$ cat config.mk
export PLATFORM = sky130hd
export DESIGN_NAME = json_key_string_value_extractor_top_flat
export DESIGN_NICKNAME = d
export VERILOG_FILES = /design/src/rtl/jkse_pkg.sv /design/src/rtl/jkse_ifs.sv /design/src/rtl/jkse_front.sv /design/src/rtl/jkse_queue.sv /design/src/rtl/jkse_back.sv /design/src/rtl/json_key_string_value_extractor_top.sv /design/src/flat_wrapper.sv
export SDC_FILE = /design/constraint.sdc
export NUM_CORES = 1
export LEC_CHECK = 0
export BUFFER_PORTS_ARGS = -buffer_cell sky130_fd_sc_hd__buf_2
export CORE_AREA = 2 2 107 186
export CTS_BUF_LIST = sky130_fd_sc_hd__clkbuf_8
export CTS_CLUSTER_DIAMETER = 40
export DETAILED_ROUTE_END_ITERATION = 8
export DIE_AREA = 0 0 109 188
export PLACE_DENSITY = 0.84
export SLEW_MARGIN = 15
export SYNTH_ARGS = -nofsm -noshare
export SYNTH_HDL_FRONTEND = slang
export SYNTH_HIERARCHICAL = 1
export SYNTH_SLANG_ARGS = --single-unit
$ cat constraint.sdc
create_clock -name clk -period 3.8 [get_ports clk]
set_input_delay 0 -clock clk [delete_from_list [all_inputs] [get_ports clk]]
set_output_delay 0 -clock clk [all_outputs]
set_load 0.03 [all_outputs]
$ cat src/rtl/jkse_pkg.sv
// Package with shared types, codes and constants of the JSON key string value extractor.
`timescale 1ns / 1ps

package jkse_pkg;

	// Largest key that the key registers hold, in characters.
	localparam int KEY_BYTES = 16;
	localparam int KEY_POS_W = 5;
	localparam int KEY_LEN_W = 5;
	localparam int CFG_DATA_W = 64;
	localparam int CFG_INDEX_W = 2;

	// Depth of the queue between the parser and the output stage.
	localparam int QUEUE_DEPTH = 4;
	localparam int QUEUE_PTR_W = 2;
	localparam int QUEUE_CNT_W = 3;

	localparam logic [CFG_INDEX_W-1:0] CFG_KEY_FIRST  = 2'd0;
	localparam logic [CFG_INDEX_W-1:0] CFG_KEY_SECOND = 2'd1;
	localparam logic [CFG_INDEX_W-1:0] CFG_KEY_LENGTH = 2'd2;

	localparam logic [7:0] CH_SPACE     = 8'h20;
	localparam logic [7:0] CH_NEWLINE   = 8'h0A;
	localparam logic [7:0] CH_TAB       = 8'h09;
	localparam logic [7:0] CH_CLOSE     = 8'h7D;
	localparam logic [7:0] CH_COMMA     = 8'h2C;
	localparam logic [7:0] CH_QUOTE     = 8'h22;
	localparam logic [7:0] CH_BACKSLASH = 8'h5C;

	typedef enum logic [2:0] {
		PH_START   = 3'd0,
		PH_KEY_WS  = 3'd1,
		PH_KEY_CMP = 3'd2,
		PH_SCAN    = 3'd3,
		PH_COLON   = 3'd4,
		PH_VAL_WS  = 3'd5,
		PH_VALUE   = 3'd6,
		PH_DONE    = 3'd7
	} phase_t;

	typedef enum logic [1:0] {
		KIND_BYTE = 2'd0,
		KIND_END  = 2'd1,
		KIND_NONE = 2'd2,
		KIND_BAD  = 2'd3
	} kind_t;

	// Results caused by one document byte: the first one always, a second one optionally.
	// A second result never carries a value byte.
	typedef struct packed {
		kind_t      kind0;
		logic [7:0] byte0;
		logic       two;
		kind_t      kind1;
	} entry_t;

	typedef struct packed {
		logic empty;
		logic full;
	} queue_status_t;

endpackage

$ cat src/rtl/jkse_ifs.sv
// Channel interfaces: document bytes in, results out and register writes.
`timescale 1ns / 1ps

interface jkse_doc_if;
	logic       valid;
	logic       ready;
	logic [7:0] doc_byte;
	logic       doc_last;

	modport source (output valid, output doc_byte, output doc_last, input ready);
	modport sink (input valid, input doc_byte, input doc_last, output ready);
endinterface

interface jkse_result_if;
	logic       valid;
	logic       ready;
	logic [1:0] result_kind;
	logic [7:0] value_byte;

	modport source (output valid, output result_kind, output value_byte, input ready);
	modport sink (input valid, input result_kind, input value_byte, output ready);
endinterface

interface jkse_cfg_if;
	logic                              valid;
	logic                              ready;
	logic [jkse_pkg::CFG_INDEX_W-1:0] index;
	logic [jkse_pkg::CFG_DATA_W-1:0]  data;

	modport source (output valid, output index, output data, input ready);
	modport sink (input valid, input index, input data, output ready);
endinterface

$ cat src/rtl/jkse_front.sv
// Parser front end: key registers, phase tracking and result classification per byte.
`timescale 1ns / 1ps

module jkse_front (
	input  logic                  clk,
	input  logic                  arst_n,
	jkse_doc_if.sink              doc,
	jkse_cfg_if.sink              cfg,
	input  jkse_pkg::queue_status_t qstat,
	output logic                  push,
	output jkse_pkg::entry_t      push_entry
);

	logic [jkse_pkg::CFG_DATA_W-1:0] key_first_q;
	logic [jkse_pkg::CFG_DATA_W-1:0] key_second_q;
	logic [jkse_pkg::KEY_LEN_W-1:0]  key_len_q;
	jkse_pkg::phase_t                phase_q;
	jkse_pkg::phase_t                phase_d;
	jkse_pkg::phase_t                phase_mid;
	logic [jkse_pkg::KEY_POS_W-1:0]  kpos_q;
	logic [jkse_pkg::KEY_POS_W-1:0]  kpos_d;
	logic                            esc_q;
	logic                            esc_d;

	logic [2*jkse_pkg::CFG_DATA_W-1:0] key_all;
	logic [7:0]                        key_char;
	logic [jkse_pkg::KEY_LEN_W-1:0]    eff_len;
	logic                              accept;
	logic                              blank;
	logic [7:0]                        b;

	logic                e_valid;
	jkse_pkg::kind_t     e_kind;
	logic [7:0]          e_byte;
	logic                t_valid;
	jkse_pkg::kind_t     t_kind;

	assign cfg.ready = 1'b1;
	assign doc.ready = !qstat.full;
	assign accept    = doc.valid && doc.ready;
	assign b         = doc.doc_byte;

	assign key_all  = {key_second_q, key_first_q};
	assign key_char = key_all[{kpos_q[3:0], 3'b000} +: 8];
	assign eff_len  = (key_len_q > jkse_pkg::KEY_LEN_W'(jkse_pkg::KEY_BYTES))
		? jkse_pkg::KEY_LEN_W'(jkse_pkg::KEY_BYTES) : key_len_q;
	assign blank = b inside {jkse_pkg::CH_SPACE, jkse_pkg::CH_NEWLINE, jkse_pkg::CH_TAB};

	always_ff @(posedge clk or negedge arst_n) begin
		if (!arst_n) begin
			key_first_q  <= '0;
			key_second_q <= '0;
			key_len_q    <= '0;
		end else if (cfg.valid && cfg.ready) begin
			case (cfg.index)
				jkse_pkg::CFG_KEY_FIRST:  key_first_q  <= cfg.data;
				jkse_pkg::CFG_KEY_SECOND: key_second_q <= cfg.data;
				jkse_pkg::CFG_KEY_LENGTH: key_len_q    <= cfg.data[jkse_pkg::KEY_LEN_W-1:0];
				default: ;
			endcase
		end
	end

	always_ff @(posedge clk or negedge arst_n) begin
		if (!arst_n) begin
			phase_q <= jkse_pkg::PH_START;
			kpos_q  <= '0;
			esc_q   <= 1'b0;
		end else if (accept) begin
			phase_q <= phase_d;
			kpos_q  <= kpos_d;
			esc_q   <= esc_d;
		end
	end

	always_comb begin
		phase_mid = phase_q;
		kpos_d    = kpos_q;
		esc_d     = esc_q;
		e_valid   = 1'b0;
		e_kind    = jkse_pkg::KIND_BYTE;
		e_byte    = '0;
		t_valid   = 1'b0;
		t_kind    = jkse_pkg::KIND_NONE;

		case (phase_q)
			jkse_pkg::PH_START: begin
				phase_mid = jkse_pkg::PH_KEY_WS;
			end
			jkse_pkg::PH_KEY_WS: begin
				if (!blank) begin
					if (b == jkse_pkg::CH_CLOSE) begin
						e_valid   = 1'b1;
						e_kind    = jkse_pkg::KIND_NONE;
						phase_mid = jkse_pkg::PH_DONE;
					end else begin
						kpos_d    = '0;
						phase_mid = jkse_pkg::PH_KEY_CMP;
					end
				end
			end
			jkse_pkg::PH_KEY_CMP, jkse_pkg::PH_SCAN: begin
				if (phase_q == jkse_pkg::PH_KEY_CMP && kpos_q < eff_len
						&& b != jkse_pkg::CH_QUOTE && b == key_char) begin
					kpos_d = kpos_q + 1'b1;
				end else if (phase_q == jkse_pkg::PH_KEY_CMP && kpos_q >= eff_len
						&& b == jkse_pkg::CH_QUOTE) begin
					phase_mid = jkse_pkg::PH_COLON;
				end else if (b == jkse_pkg::CH_CLOSE) begin
					e_valid   = 1'b1;
					e_kind    = jkse_pkg::KIND_NONE;
					phase_mid = jkse_pkg::PH_DONE;
				end else if (b == jkse_pkg::CH_COMMA) begin
					phase_mid = jkse_pkg::PH_KEY_WS;
				end else begin
					phase_mid = jkse_pkg::PH_SCAN;
				end
			end
			jkse_pkg::PH_COLON: begin
				if (!blank) begin
					phase_mid = jkse_pkg::PH_VAL_WS;
				end
			end
			jkse_pkg::PH_VAL_WS: begin
				if (!blank) begin
					if (b == jkse_pkg::CH_QUOTE) begin
						phase_mid = jkse_pkg::PH_VALUE;
						esc_d     = 1'b0;
					end else begin
						e_valid   = 1'b1;
						e_kind    = jkse_pkg::KIND_BAD;
						phase_mid = jkse_pkg::PH_DONE;
					end
				end
			end
			jkse_pkg::PH_VALUE: begin
				if (esc_q) begin
					e_valid = 1'b1;
					e_byte  = b;
					esc_d   = 1'b0;
				end else if (b == jkse_pkg::CH_BACKSLASH) begin
					e_valid = 1'b1;
					e_byte  = b;
					esc_d   = 1'b1;
				end else if (b == jkse_pkg::CH_QUOTE) begin
					e_valid   = 1'b1;
					e_kind    = jkse_pkg::KIND_END;
					phase_mid = jkse_pkg::PH_DONE;
				end else begin
					e_valid = 1'b1;
					e_byte  = b;
				end
			end
			default: begin
				phase_mid = jkse_pkg::PH_DONE;
			end
		endcase

		// End of document: give the pending verdict and return to the start state.
		phase_d = phase_mid;
		if (doc.doc_last) begin
			if (phase_mid inside {jkse_pkg::PH_START, jkse_pkg::PH_KEY_WS,
					jkse_pkg::PH_KEY_CMP, jkse_pkg::PH_SCAN}) begin
				t_valid = 1'b1;
				t_kind  = jkse_pkg::KIND_NONE;
			end else if (phase_mid inside {jkse_pkg::PH_COLON, jkse_pkg::PH_VAL_WS,
					jkse_pkg::PH_VALUE}) begin
				t_valid = 1'b1;
				t_kind  = jkse_pkg::KIND_BAD;
			end
			phase_d = jkse_pkg::PH_START;
			kpos_d  = '0;
			esc_d   = 1'b0;
		end
	end

	always_comb begin
		if (e_valid) begin
			push_entry.kind0 = e_kind;
			push_entry.byte0 = e_byte;
			push_entry.two   = t_valid;
			push_entry.kind1 = t_kind;
		end else begin
			push_entry.kind0 = t_kind;
			push_entry.byte0 = '0;
			push_entry.two   = 1'b0;
			push_entry.kind1 = t_kind;
		end
	end

	assign push = accept && (e_valid || t_valid);

endmodule

$ cat src/rtl/jkse_queue.sv
// Short queue of classified result entries between the parser and the output stage.
`timescale 1ns / 1ps

module jkse_queue (
	input  logic                    clk,
	input  logic                    arst_n,
	input  logic                    push,
	input  jkse_pkg::entry_t        push_entry,
	input  logic                    pop,
	output jkse_pkg::entry_t        head,
	output jkse_pkg::queue_status_t qstat
);

	jkse_pkg::entry_t                  mem_q [jkse_pkg::QUEUE_DEPTH];
	logic [jkse_pkg::QUEUE_PTR_W-1:0]  wr_ptr_q;
	logic [jkse_pkg::QUEUE_PTR_W-1:0]  rd_ptr_q;
	logic [jkse_pkg::QUEUE_CNT_W-1:0]  count_q;

	assign qstat.empty = (count_q == '0);
	assign qstat.full  = (count_q == jkse_pkg::QUEUE_CNT_W'(jkse_pkg::QUEUE_DEPTH));
	assign head        = mem_q[rd_ptr_q];

	always_ff @(posedge clk) begin
		if (push) begin
			mem_q[wr_ptr_q] <= push_entry;
		end
	end

	always_ff @(posedge clk or negedge arst_n) begin
		if (!arst_n) begin
			wr_ptr_q <= '0;
			rd_ptr_q <= '0;
			count_q  <= '0;
		end else begin
			if (push) begin
				wr_ptr_q <= wr_ptr_q + 1'b1;
			end
			if (pop) begin
				rd_ptr_q <= rd_ptr_q + 1'b1;
			end
			if (push && !pop) begin
				count_q <= count_q + 1'b1;
			end else if (pop && !push) begin
				count_q <= count_q - 1'b1;
			end
		end
	end

endmodule

$ cat src/rtl/jkse_back.sv
// Output stage: expands queue entries into single results held in an output register.
`timescale 1ns / 1ps

module jkse_back (
	input  logic                    clk,
	input  logic                    arst_n,
	input  jkse_pkg::entry_t        head,
	input  jkse_pkg::queue_status_t qstat,
	output logic                    pop,
	jkse_result_if.source           result
);

	logic            out_valid_q;
	jkse_pkg::kind_t out_kind_q;
	logic [7:0]      out_byte_q;
	logic            sel_q;
	logic            load;
	logic            take;

	assign load = !out_valid_q || result.ready;
	assign take = load && !qstat.empty;
	assign pop  = take && (!head.two || sel_q);

	assign result.valid       = out_valid_q;
	assign result.result_kind = out_kind_q;
	assign result.value_byte  = out_byte_q;

	always_ff @(posedge clk or negedge arst_n) begin
		if (!arst_n) begin
			out_valid_q <= 1'b0;
			sel_q       <= 1'b0;
		end else if (load) begin
			out_valid_q <= !qstat.empty;
			if (take) begin
				sel_q <= !pop;
			end
		end
	end

	always_ff @(posedge clk) begin
		if (take) begin
			out_kind_q <= sel_q ? head.kind1 : head.kind0;
			out_byte_q <= sel_q ? 8'h00 : head.byte0;
		end
	end

endmodule

$ cat src/rtl/json_key_string_value_extractor_top.sv
// Top level of the JSON key string value extractor.
// The first result of a byte passes through a queue entry and then the output register.
// Throughput: one document byte per cycle while the queue has room. A byte that yields
// two results (a value byte plus the malformed verdict at document end) gives them as two
// result transactions, one after the other, from its single queue entry.
// Reset: arst_n clears the phase, the queue and the output register at once; the block
// is ready to take a byte as soon as reset is released.
`timescale 1ns / 1ps

module json_key_string_value_extractor_top (
	input  logic          clk,
	input  logic          arst_n,
	jkse_doc_if.sink      doc,
	jkse_cfg_if.sink      cfg,
	jkse_result_if.source result
);

	// The front end parses one byte per cycle. It holds the key registers and the phase
	// machine, and decides for each byte which results it causes: none, one, or one plus a
	// document end verdict. Bytes that cause results leave one entry in the queue.
	// The front end stalls only when the queue is full.
	logic                    push;
	logic                    pop;
	jkse_pkg::entry_t        push_entry;
	jkse_pkg::entry_t        head;
	jkse_pkg::queue_status_t qstat;

	jkse_front u_front (
		.clk        (clk),
		.arst_n     (arst_n),
		.doc        (doc),
		.cfg        (cfg),
		.qstat      (qstat),
		.push       (push),
		.push_entry (push_entry)
	);

	// Four entries let the parser keep going while the result consumer stalls for a while.
	jkse_queue u_queue (
		.clk        (clk),
		.arst_n     (arst_n),
		.push       (push),
		.push_entry (push_entry),
		.pop        (pop),
		.head       (head),
		.qstat      (qstat)
	);

	// The back end turns each entry into one or two result transactions through a
	// registered output, which can be refilled in the cycle that its result is taken.
	jkse_back u_back (
		.clk    (clk),
		.arst_n (arst_n),
		.head   (head),
		.qstat  (qstat),
		.pop    (pop),
		.result (result)
	);

endmodule

$ cat src/flat_wrapper.sv
// flat-port wrapper written by rule: the top's interface ports become plain ports
module json_key_string_value_extractor_top_flat 
  (clk, arst_n, doc_valid, doc_doc_byte, doc_doc_last, doc_ready, cfg_valid, cfg_index, cfg_data, cfg_ready, result_valid, result_result_kind, result_value_byte, result_ready);
  jkse_doc_if doc_i ();
  jkse_cfg_if cfg_i ();
  jkse_result_if result_i ();
  input  logic clk;
  input  logic arst_n;
  input wire logic [$bits(doc_i.valid)-1:0] doc_valid;
  input wire logic [$bits(doc_i.doc_byte)-1:0] doc_doc_byte;
  input wire logic [$bits(doc_i.doc_last)-1:0] doc_doc_last;
  output wire logic [$bits(doc_i.ready)-1:0] doc_ready;
  input wire logic [$bits(cfg_i.valid)-1:0] cfg_valid;
  input wire logic [$bits(cfg_i.index)-1:0] cfg_index;
  input wire logic [$bits(cfg_i.data)-1:0] cfg_data;
  output wire logic [$bits(cfg_i.ready)-1:0] cfg_ready;
  output wire logic [$bits(result_i.valid)-1:0] result_valid;
  output wire logic [$bits(result_i.result_kind)-1:0] result_result_kind;
  output wire logic [$bits(result_i.value_byte)-1:0] result_value_byte;
  input wire logic [$bits(result_i.ready)-1:0] result_ready;
  assign doc_i.valid = doc_valid;
  assign doc_i.doc_byte = doc_doc_byte;
  assign doc_i.doc_last = doc_doc_last;
  assign doc_ready = doc_i.ready;
  assign cfg_i.valid = cfg_valid;
  assign cfg_i.index = cfg_index;
  assign cfg_i.data = cfg_data;
  assign cfg_ready = cfg_i.ready;
  assign result_valid = result_i.valid;
  assign result_result_kind = result_i.result_kind;
  assign result_value_byte = result_i.value_byte;
  assign result_i.ready = result_ready;
  json_key_string_value_extractor_top u_core (.clk(clk), .arst_n(arst_n), .doc(doc_i), .cfg(cfg_i), .result(result_i));
endmodule
Yosys cells after proc, flatten, opt, wreduce, memory -nomap -nowiden
Memories as Yosys holds them, arrays and structs flattened.
Cells that the tools add are included.
{ "classes": {"n_reduce_logical": 37, "add_sub_neg": 5, "order_cmp": 3, "n_div": 0, "n_mul": 0, "n_shift": 1, "n_bitwise": 0, "n_eq_ne": 29, "mux": 59} }
{ "ops": {"columns": ["cell", "n"], "rows": [
  ["variable part select 128 x 8 -> 8 bit", 1],
  ["2-to-1 mux 3 bit", 13],
  ["2-to-1 mux 8 bit", 4],
  ["2-to-1 mux 5 bit", 5],
  ["equality test 8 x 6 -> 1 bit (second input constant)", 3],
  ["2-to-1 mux 1 bit", 23],
  ["equality test 3 bit (second input constant)", 7],
  ["case mux 3 bit (6 select lines)", 1],
  ["equality test 8 x 4 -> 1 bit (second input constant)", 2],
  ["equality test 8 x 7 -> 1 bit (second input constant)", 2],
  ["2-to-1 mux 2 bit", 8],
  ["inequality test 3 bit (second input constant)", 5],
  ["2-to-1 mux 13 bit", 1],
  ["equality test 3 x 2 -> 1 bit (second input constant)", 4],
  ["nonzero test 3 bit", 4],
  ["logical AND 1 bit", 11],
  ["case mux 5 bit (2 select lines)", 1],
  ["zero test 3 bit", 3],
  ["equality test 8 bit", 1],
  ["inequality test 8 x 6 -> 1 bit (second input constant)", 1],
  ["case mux 2 bit (4 select lines)", 1],
  ["AND reduction 2 bit", 4],
  ["equality test 3 x 1 -> 1 bit (second input constant)", 2],
  ["zero test 1 bit", 6],
  ["18 further kinds", 21]
]} }
{ "totals": {"regBits": 161, "ram_bits": 52, "latch_bits": 0, "n_memories": 1, "rom_bits": 0, "out_inout_bits": 13, "wordCells": 148, "input_bits": 80} }
{ "mem_list": {"columns": ["memory", "depth", "width", "rd", "rd_clocked_by_memory_dff", "wr", "line", "text"], "rows": [
  ["u_core.u_queue.mem_q", 4, 13, 1, 0, 1, "jkse_queue.sv:14", "jkse_pkg::entry_t mem_q [jkse_pkg::QUEUE_DEPTH];"]
]} }

Depth between registers and ports, before layout
{ "depth": {"word_depth": 19, "depth_mapped": 18, "depth_no_buf": 17} }

Hierarchy
The synthesis kept the hierarchy.
{ "by_module_without_submodules": {"columns": ["mod", "cells_each", "seq_area_each_um2", "area_per_inst_um2", "instances"], "rows": [
  ["jkse_front", 622, 3553.4, 7673.6, 1],
  ["jkse_queue", 102, 1736.7, 2299.7, 1],
  ["jkse_back", 30, 350.3, 494.2, 1]
]} }

Least setup slack after synthesis
Ideal clock, no wire load.
{ "synth_timing": {"kind": "register -> register", "from": "register u_core/u_front/key_len_q[4] (netlist bit)", "to": "register u_core/u_queue/count_q[2] (netlist bit)", "n_path_buf": 0, "required_time_ps": 3721, "path_stages_with_launch": 17, "slack_ps": 61, "synth_period_minus_slack_ps": 3739, "setup_ps": 79, "arrival_time_ps": 3660, "path_cell_list": "dfrtp_1 -> inv_1 -> ha_1 -> or4b_1 -> a41o_1 -> or3_1 -> nor4b_1 -> nand4b_1 -> nor3_1 -> o31a_1 -> o21a_1 -> ha_1 -> inv_1 -> fa_1 -> xor2_1 -> nor2_1 -> xor2_1"} }
{ "synth_via": {"elab_chain_len": 18, "word_cells_on_any_way": 34, "classes_between": "3 x order compare; 6 x eq/ne; 11 x mux; 14 x reduce/logical"} }
{ "synth_rtl": {"columns": ["element", "line", "text"], "rows": [
  ["from (decl)", "jkse_front.sv:16", "logic [jkse_pkg::KEY_LEN_W-1:0] key_len_q;"],
  ["from (signal assigned)", "jkse_front.sv:58", "jkse_pkg::CFG_KEY_LENGTH: key_len_q <= cfg.data[jkse_pkg::KEY_LEN_W-1:0];"],
  ["> comparator 5 bit", "jkse_front.sv:45", "assign eff_len = (key_len_q > jkse_pkg::KEY_LEN_W'(jkse_pkg::KEY_BYTES))"],
  ["2-to-1 mux 5 bit (*)", "jkse_front.sv:46", "? jkse_pkg::KEY_LEN_W'(jkse_pkg::KEY_BYTES) : key_len_q;"],
  [">= comparator 5 bit / < comparator 5 bit (equally long branches)", "jkse_front.sv:106, jkse_front.sv:103", null],
  ["logical AND 1 bit, on equally long branches", "jkse_front.sv:106, jkse_front.sv:103", null],
  ["logical AND 1 bit, on equally long branches", "jkse_front.sv:107, jkse_front.sv:104", null],
  ["2-to-1 mux 3 bit / logical AND 1 bit (equally long branches)", "jkse_front.sv:106, jkse_front.sv:104", null],
  ["2-to-1 mux 3 bit", "jkse_front.sv:103", "if (phase_q == jkse_pkg::PH_KEY_CMP && kpos_q < eff_len"],
  ["case mux 3 bit (6 select lines)", "jkse_front.sv:86", "case (phase_q)"],
  ["(+3 left out)", null, null],
  ["2-to-1 mux 1 bit", "jkse_front.sv:162", "if (phase_mid inside {jkse_pkg::PH_START, jkse_pkg::PH_KEY_WS,"],
  ["2-to-1 mux 1 bit", "jkse_front.sv:161", "if (doc.doc_last) begin"],
  ["logical OR 1 bit (*)", "jkse_front.sv:191", "assign push = accept && (e_valid || t_valid);"],
  ["logical AND 1 bit (*)", "jkse_front.sv:191", null],
  ["net u_core.push", "json_key_string_value_extractor_top.sv:22", "logic push;"],
  ["zero test 1 bit", "jkse_queue.sv:43", "end else if (pop && !push) begin"],
  ["logical AND 1 bit", "jkse_queue.sv:43", null],
  ["nonzero test 2 bit (no source line)", null, null],
  ["to (signal assigned)", "jkse_queue.sv:42", "count_q <= count_q + 1'b1;"],
  ["to (signal assigned)", "jkse_queue.sv:44", "count_q <= count_q - 1'b1;"],
  ["to (decl)", "jkse_queue.sv:17", "logic [jkse_pkg::QUEUE_CNT_W-1:0] count_q;"]
]} }
Mark *: on every way through the listed nets, which the timed path passes. The rest lies on a longest branch.
A chain may end at the register's enable or synchronous reset.

Worst setup path in the final report
{ "layout_timing": {"from": "register u_core/u_front/kpos_q[1] (netlist bit)", "to": "register u_core/u_queue/count_q[2] (netlist bit)"} }
{ "layout_via": {"elab_chain_len": 16, "word_cells_on_any_way": 34, "classes_between": "2 x order compare; 7 x eq/ne; 1 x shift; 10 x mux; 14 x reduce/logical"} }
{ "layout_rtl": {"columns": ["element", "line", "text"], "rows": [
  ["from (decl)", "jkse_front.sv:20", "logic [jkse_pkg::KEY_POS_W-1:0] kpos_q;"],
  ["from (signal assigned)", "jkse_front.sv:71", "kpos_q <= kpos_d;"],
  ["parallel branches: the longest is 11 deep, another holds variable part select 128 x 8 -> 8 bit", null, null],
  ["logical OR 1 bit (*)", "jkse_front.sv:191", null],
  ["logical AND 1 bit (*)", "jkse_front.sv:191", null],
  ["net u_core.push", "json_key_string_value_extractor_top.sv:22", null],
  ["zero test 1 bit", "jkse_queue.sv:43", null],
  ["logical AND 1 bit", "jkse_queue.sv:43", null],
  ["nonzero test 2 bit (no source line)", null, null]
]} }
Mark *: on every way through the listed nets, which the timed path passes.

==> metrics.txt <==
worst-path cell chain=buf_12 > buf_4 > buf_4 > mux2i_1 > a22oi_1 > nor3_1 > nor4b_2 > nand4b_1 > nor3_2 > buf_4 > o31a_1 > o21a_1 > ha_2 > inv_2 > fa_2 > xor2_1 > nor2_1 > xor2_1; commonest cells after routing, fill and taps aside=dfrtp_1, mux2_2, buf_2, dlygate4sd3_1, buf_4; first-pass GRT wire length=41,000 µm; Die Height=188 µm; worst-path fanout max=7; largest cells by area after synthesis=dfrtp_1, edfxtp_1, mux2_2, mux4_2, mux2i_1; die area=20,500 µm²; Clock transition at path regs=0.07 ns; FF-to-FF path depth=18; Iteration-0 DRC Markers=499; CP required=4.29 ns; starting density of the core=between 50% and 60%; area of the core=between 15,000 and 20,000 µm²; worst-skew pair later-pin latency=about 0.57 ns; Cells after Synth=754; largest net degree at the start of global routing=116; Final Hold Viols=0; Power, Total=a little over 7 mW; met3 routed WL=1240 µm; Power Density=548 nW/µm²; yosys warns=6; outcome=finished, final reports clean; Rel. slew slack=approximately a third; commonest non-fill, non-tap cell in the layout=dfrtp_1; met1 wire length=9200 µm; chip width=109 µm; initial antenna violation count=1; row cnt=between 60 and 70; CP delay by family, top=simple AND/OR/NAND/NOR gates; critical path capture point type=flip-flop; vias in the first global route=around 8k; WP buf/inv=5; post-synth top area share=36.1%; port bufs=91; Synth area leader=dfrtp_1; flop-to-flop setup slack=0.003 ns; DRC=0; Max Cap Viol=0; Post-synth EDFFs=62; fillers=~1.3k; TritonCTS clock tree=done; critical path's slowest cell=dfrtp_4; CP startpoint kind=flip-flop; post-route ant nets=0; clock buffer depth=3; sequential area share after synthesis=53.9%; Synth Cell Area=10,500 µm²; via count=7,494; wire length on met2=14,200 µm; CP arrival=roughly 4.3 ns; Syn Area/Cell=about 14 µm²; share of cells above drive strength 1=around two fifths; final setup fails=0; Hold EP=u_core/u_queue/mem_q[1][9]; Hold Crit Depth=2; clk_skew=approximately 0.023 ns; leak pwr=5.41 nW; Cell variety after synth=75; Period Utilization, post-route=99.9%; final WL=26,300 µm; RSZ-0062 raised after global routing=true; Reg-to-Reg Start=u_core/u_front/kpos_q[1]; post-synthesis sequential element count=213; HP Class=in -> reg; total congestion overflow=0; dpl hpwl=~17,000 µm; synth-to-layout area growth=25.8%; min-delay src=doc_doc_byte[6]; H-Tree Depth=1; Final Core Density=between 60 and 70%; max-slew violations=0; IO Count=93; top layer in use=met4; gpl congestion=0.944; Root Driver=clkbuf_8; per-cell routed wire length=21.0 µm; NumNets Final=1,077; Max Freq=263 MHz; Worst VDD drop=0.000459 V; critical path class=reg -> reg; worst slew pin tran=roughly 1 ns; minimum clock period=3.80 ns; CTS Buf Count=30; cell mode on critical path=buf_4; routed vias/inst=~6; CP Launch Point=u_core/u_front/kpos_q[1]; FFs w/ async S/R, synth=70.9%; slowest cell delay on critical path=around 0.50 ns; top_reg_cell synth=dfrtp_1; number of detailed-route iterations in the first pass=5; GRT Util Overall=around 26%; Reg-to-Reg End=u_core/u_queue/count_q[2]; clk sink count=213
## worst max-delay path by stage
stage / endpoint / slack [ns] / cells past startpoint
after floorplan: u_core/u_queue/count_q[2] / 0.06 / 16
after global placement: u_core/u_queue/count_q[2] / 0.02 / 17
after detailed placement: u_core/u_queue/count_q[2] / -0.04 / 17
after CTS: u_core/u_queue/count_q[2] / 0.008 / 16
after global routing: u_core/u_queue/count_q[2] / -0.17 / 18
final: u_core/u_queue/count_q[2] / 0.003 / 18
## registers in the layout, summed over array words and instances, names as in the netlist
| name | count |
|---|---|
| u_core/u_front/key_first_q | 64 |
| u_core/u_front/key_second_q | 64 |
| u_core/u_queue/mem_q | 52 |
| u_core/u_back/result.value_byte | 8 |
| u_core/u_front/key_len_q | 5 |
| u_core/u_front/kpos_q | 5 |
| u_core/u_front/phase_q | 3 |
| u_core/u_queue/count_q | 3 |
| u_core/u_back/result.result_kind | 2 |
| u_core/u_queue/rd_ptr_q | 2 |
| u_core/u_queue/wr_ptr_q | 2 |
| u_core/u_back/result.valid | 1 |
| u_core/u_back/sel_q | 1 |
| u_core/u_front/esc_q | 1 |
## cell usage after synthesis (all sizes together) (5+ instances only)
master,count
mux2i,29
nor2,20
ha,11
buf,20
nand2,33
inv,16
and3,9
mux2,144
nor2b,19
a21oi,18
nor3,11
mux4,34
nand4,6
and2,12
clkbuf,27
nor3b,6
a22oi,6
dfrtp,151
o21ai,14
xor2,5
edfxtp,62
nand3,10
## cell type report
type	instances	area [µm²]	share of cell area, %
sequential	213	5650	42.9
multi-input combinational	479	4640	35.2
timing repair buffer	245	1920	14.6
clock buffer	31	427	3.24
tap	241	302	2.29
clock inverter	25	164	1.24
inverter	16	63.8	0.485
antenna	1	2.50	0.0190
## repair_timing
action / in CTS / in global routing
setup endpoints to repair: 2 / 3
hold endpoints to repair: 286 / 0
setup buffers: 0 / 11
hold buffers: 78 / 0
resized for setup: 2 / 30
pin swaps: 0 / 18
## through the flow
step	setup WS (ns)	hold WS [ns]	area, µm²	TNS, ns	cells
4_1_cts	0.00783	0.00200	12900	0	1239
6_report	0.00327	0.0232	13200	0	1251
3_5_place_dp	-0.0367	0.213	11500	-0.0423	1105
3_3_place_gp	0.0190	0.215	11500	0	1105
2_1_floorplan	0.0605	-0.296	10500	0	755
5_1_grt	-0.173	0.0394	13200	-0.248	1251
## worst reg2reg max path: cells and delay by family (launching register included)
kind	cells	cell delay (ns)
AND/OR/NAND/NOR	5	0.82
buffers and inverters	5	0.70
AO/OA/AOI/OAI	3	0.68
adder cells (fa/ha/maj)	2	0.52
flip-flops	1	0.50
XOR/XNOR	2	0.30
multiplexers	1	0.19
## kinds of logic (layout without fill, tap and decap cells)
group | count (synthesis) | after routing | share of synthesized area (%)
AOI/OAI and AO/OA | 86 | 86 | 6.07
and+or+nand+nor | 163 | 163 | 8.82
buffers and inverters | 63 | 317 | 3.06
adders and majority gates | 12 | 12 | 1.51
DFF | 213 | 213 | 53.9
muxes | 207 | 207 | 25.9
xor gates and xnor gates | 9 | 9 | 0.753
other | 1 | 3 | 0.0358
## power by group
group	switching [mW]	internal (mW)	total, mW
clock	0.862	0.900	1.76
sequential	0.295	2.84	3.13
combinational	1.12	1.20	2.32
## routing by layer
| layer | vias up | GRT usage, % |
|---|---|---|
| li1 | 3328 | - |
| met1 | 3740 | 28.7 |
| met2 | 306 | 46.3 |
| met3 | 120 | 3.72 |
| met4 | 0 | 13.3 |
| met5 | - | 0 |
Power figures use the tool's default switching activity.
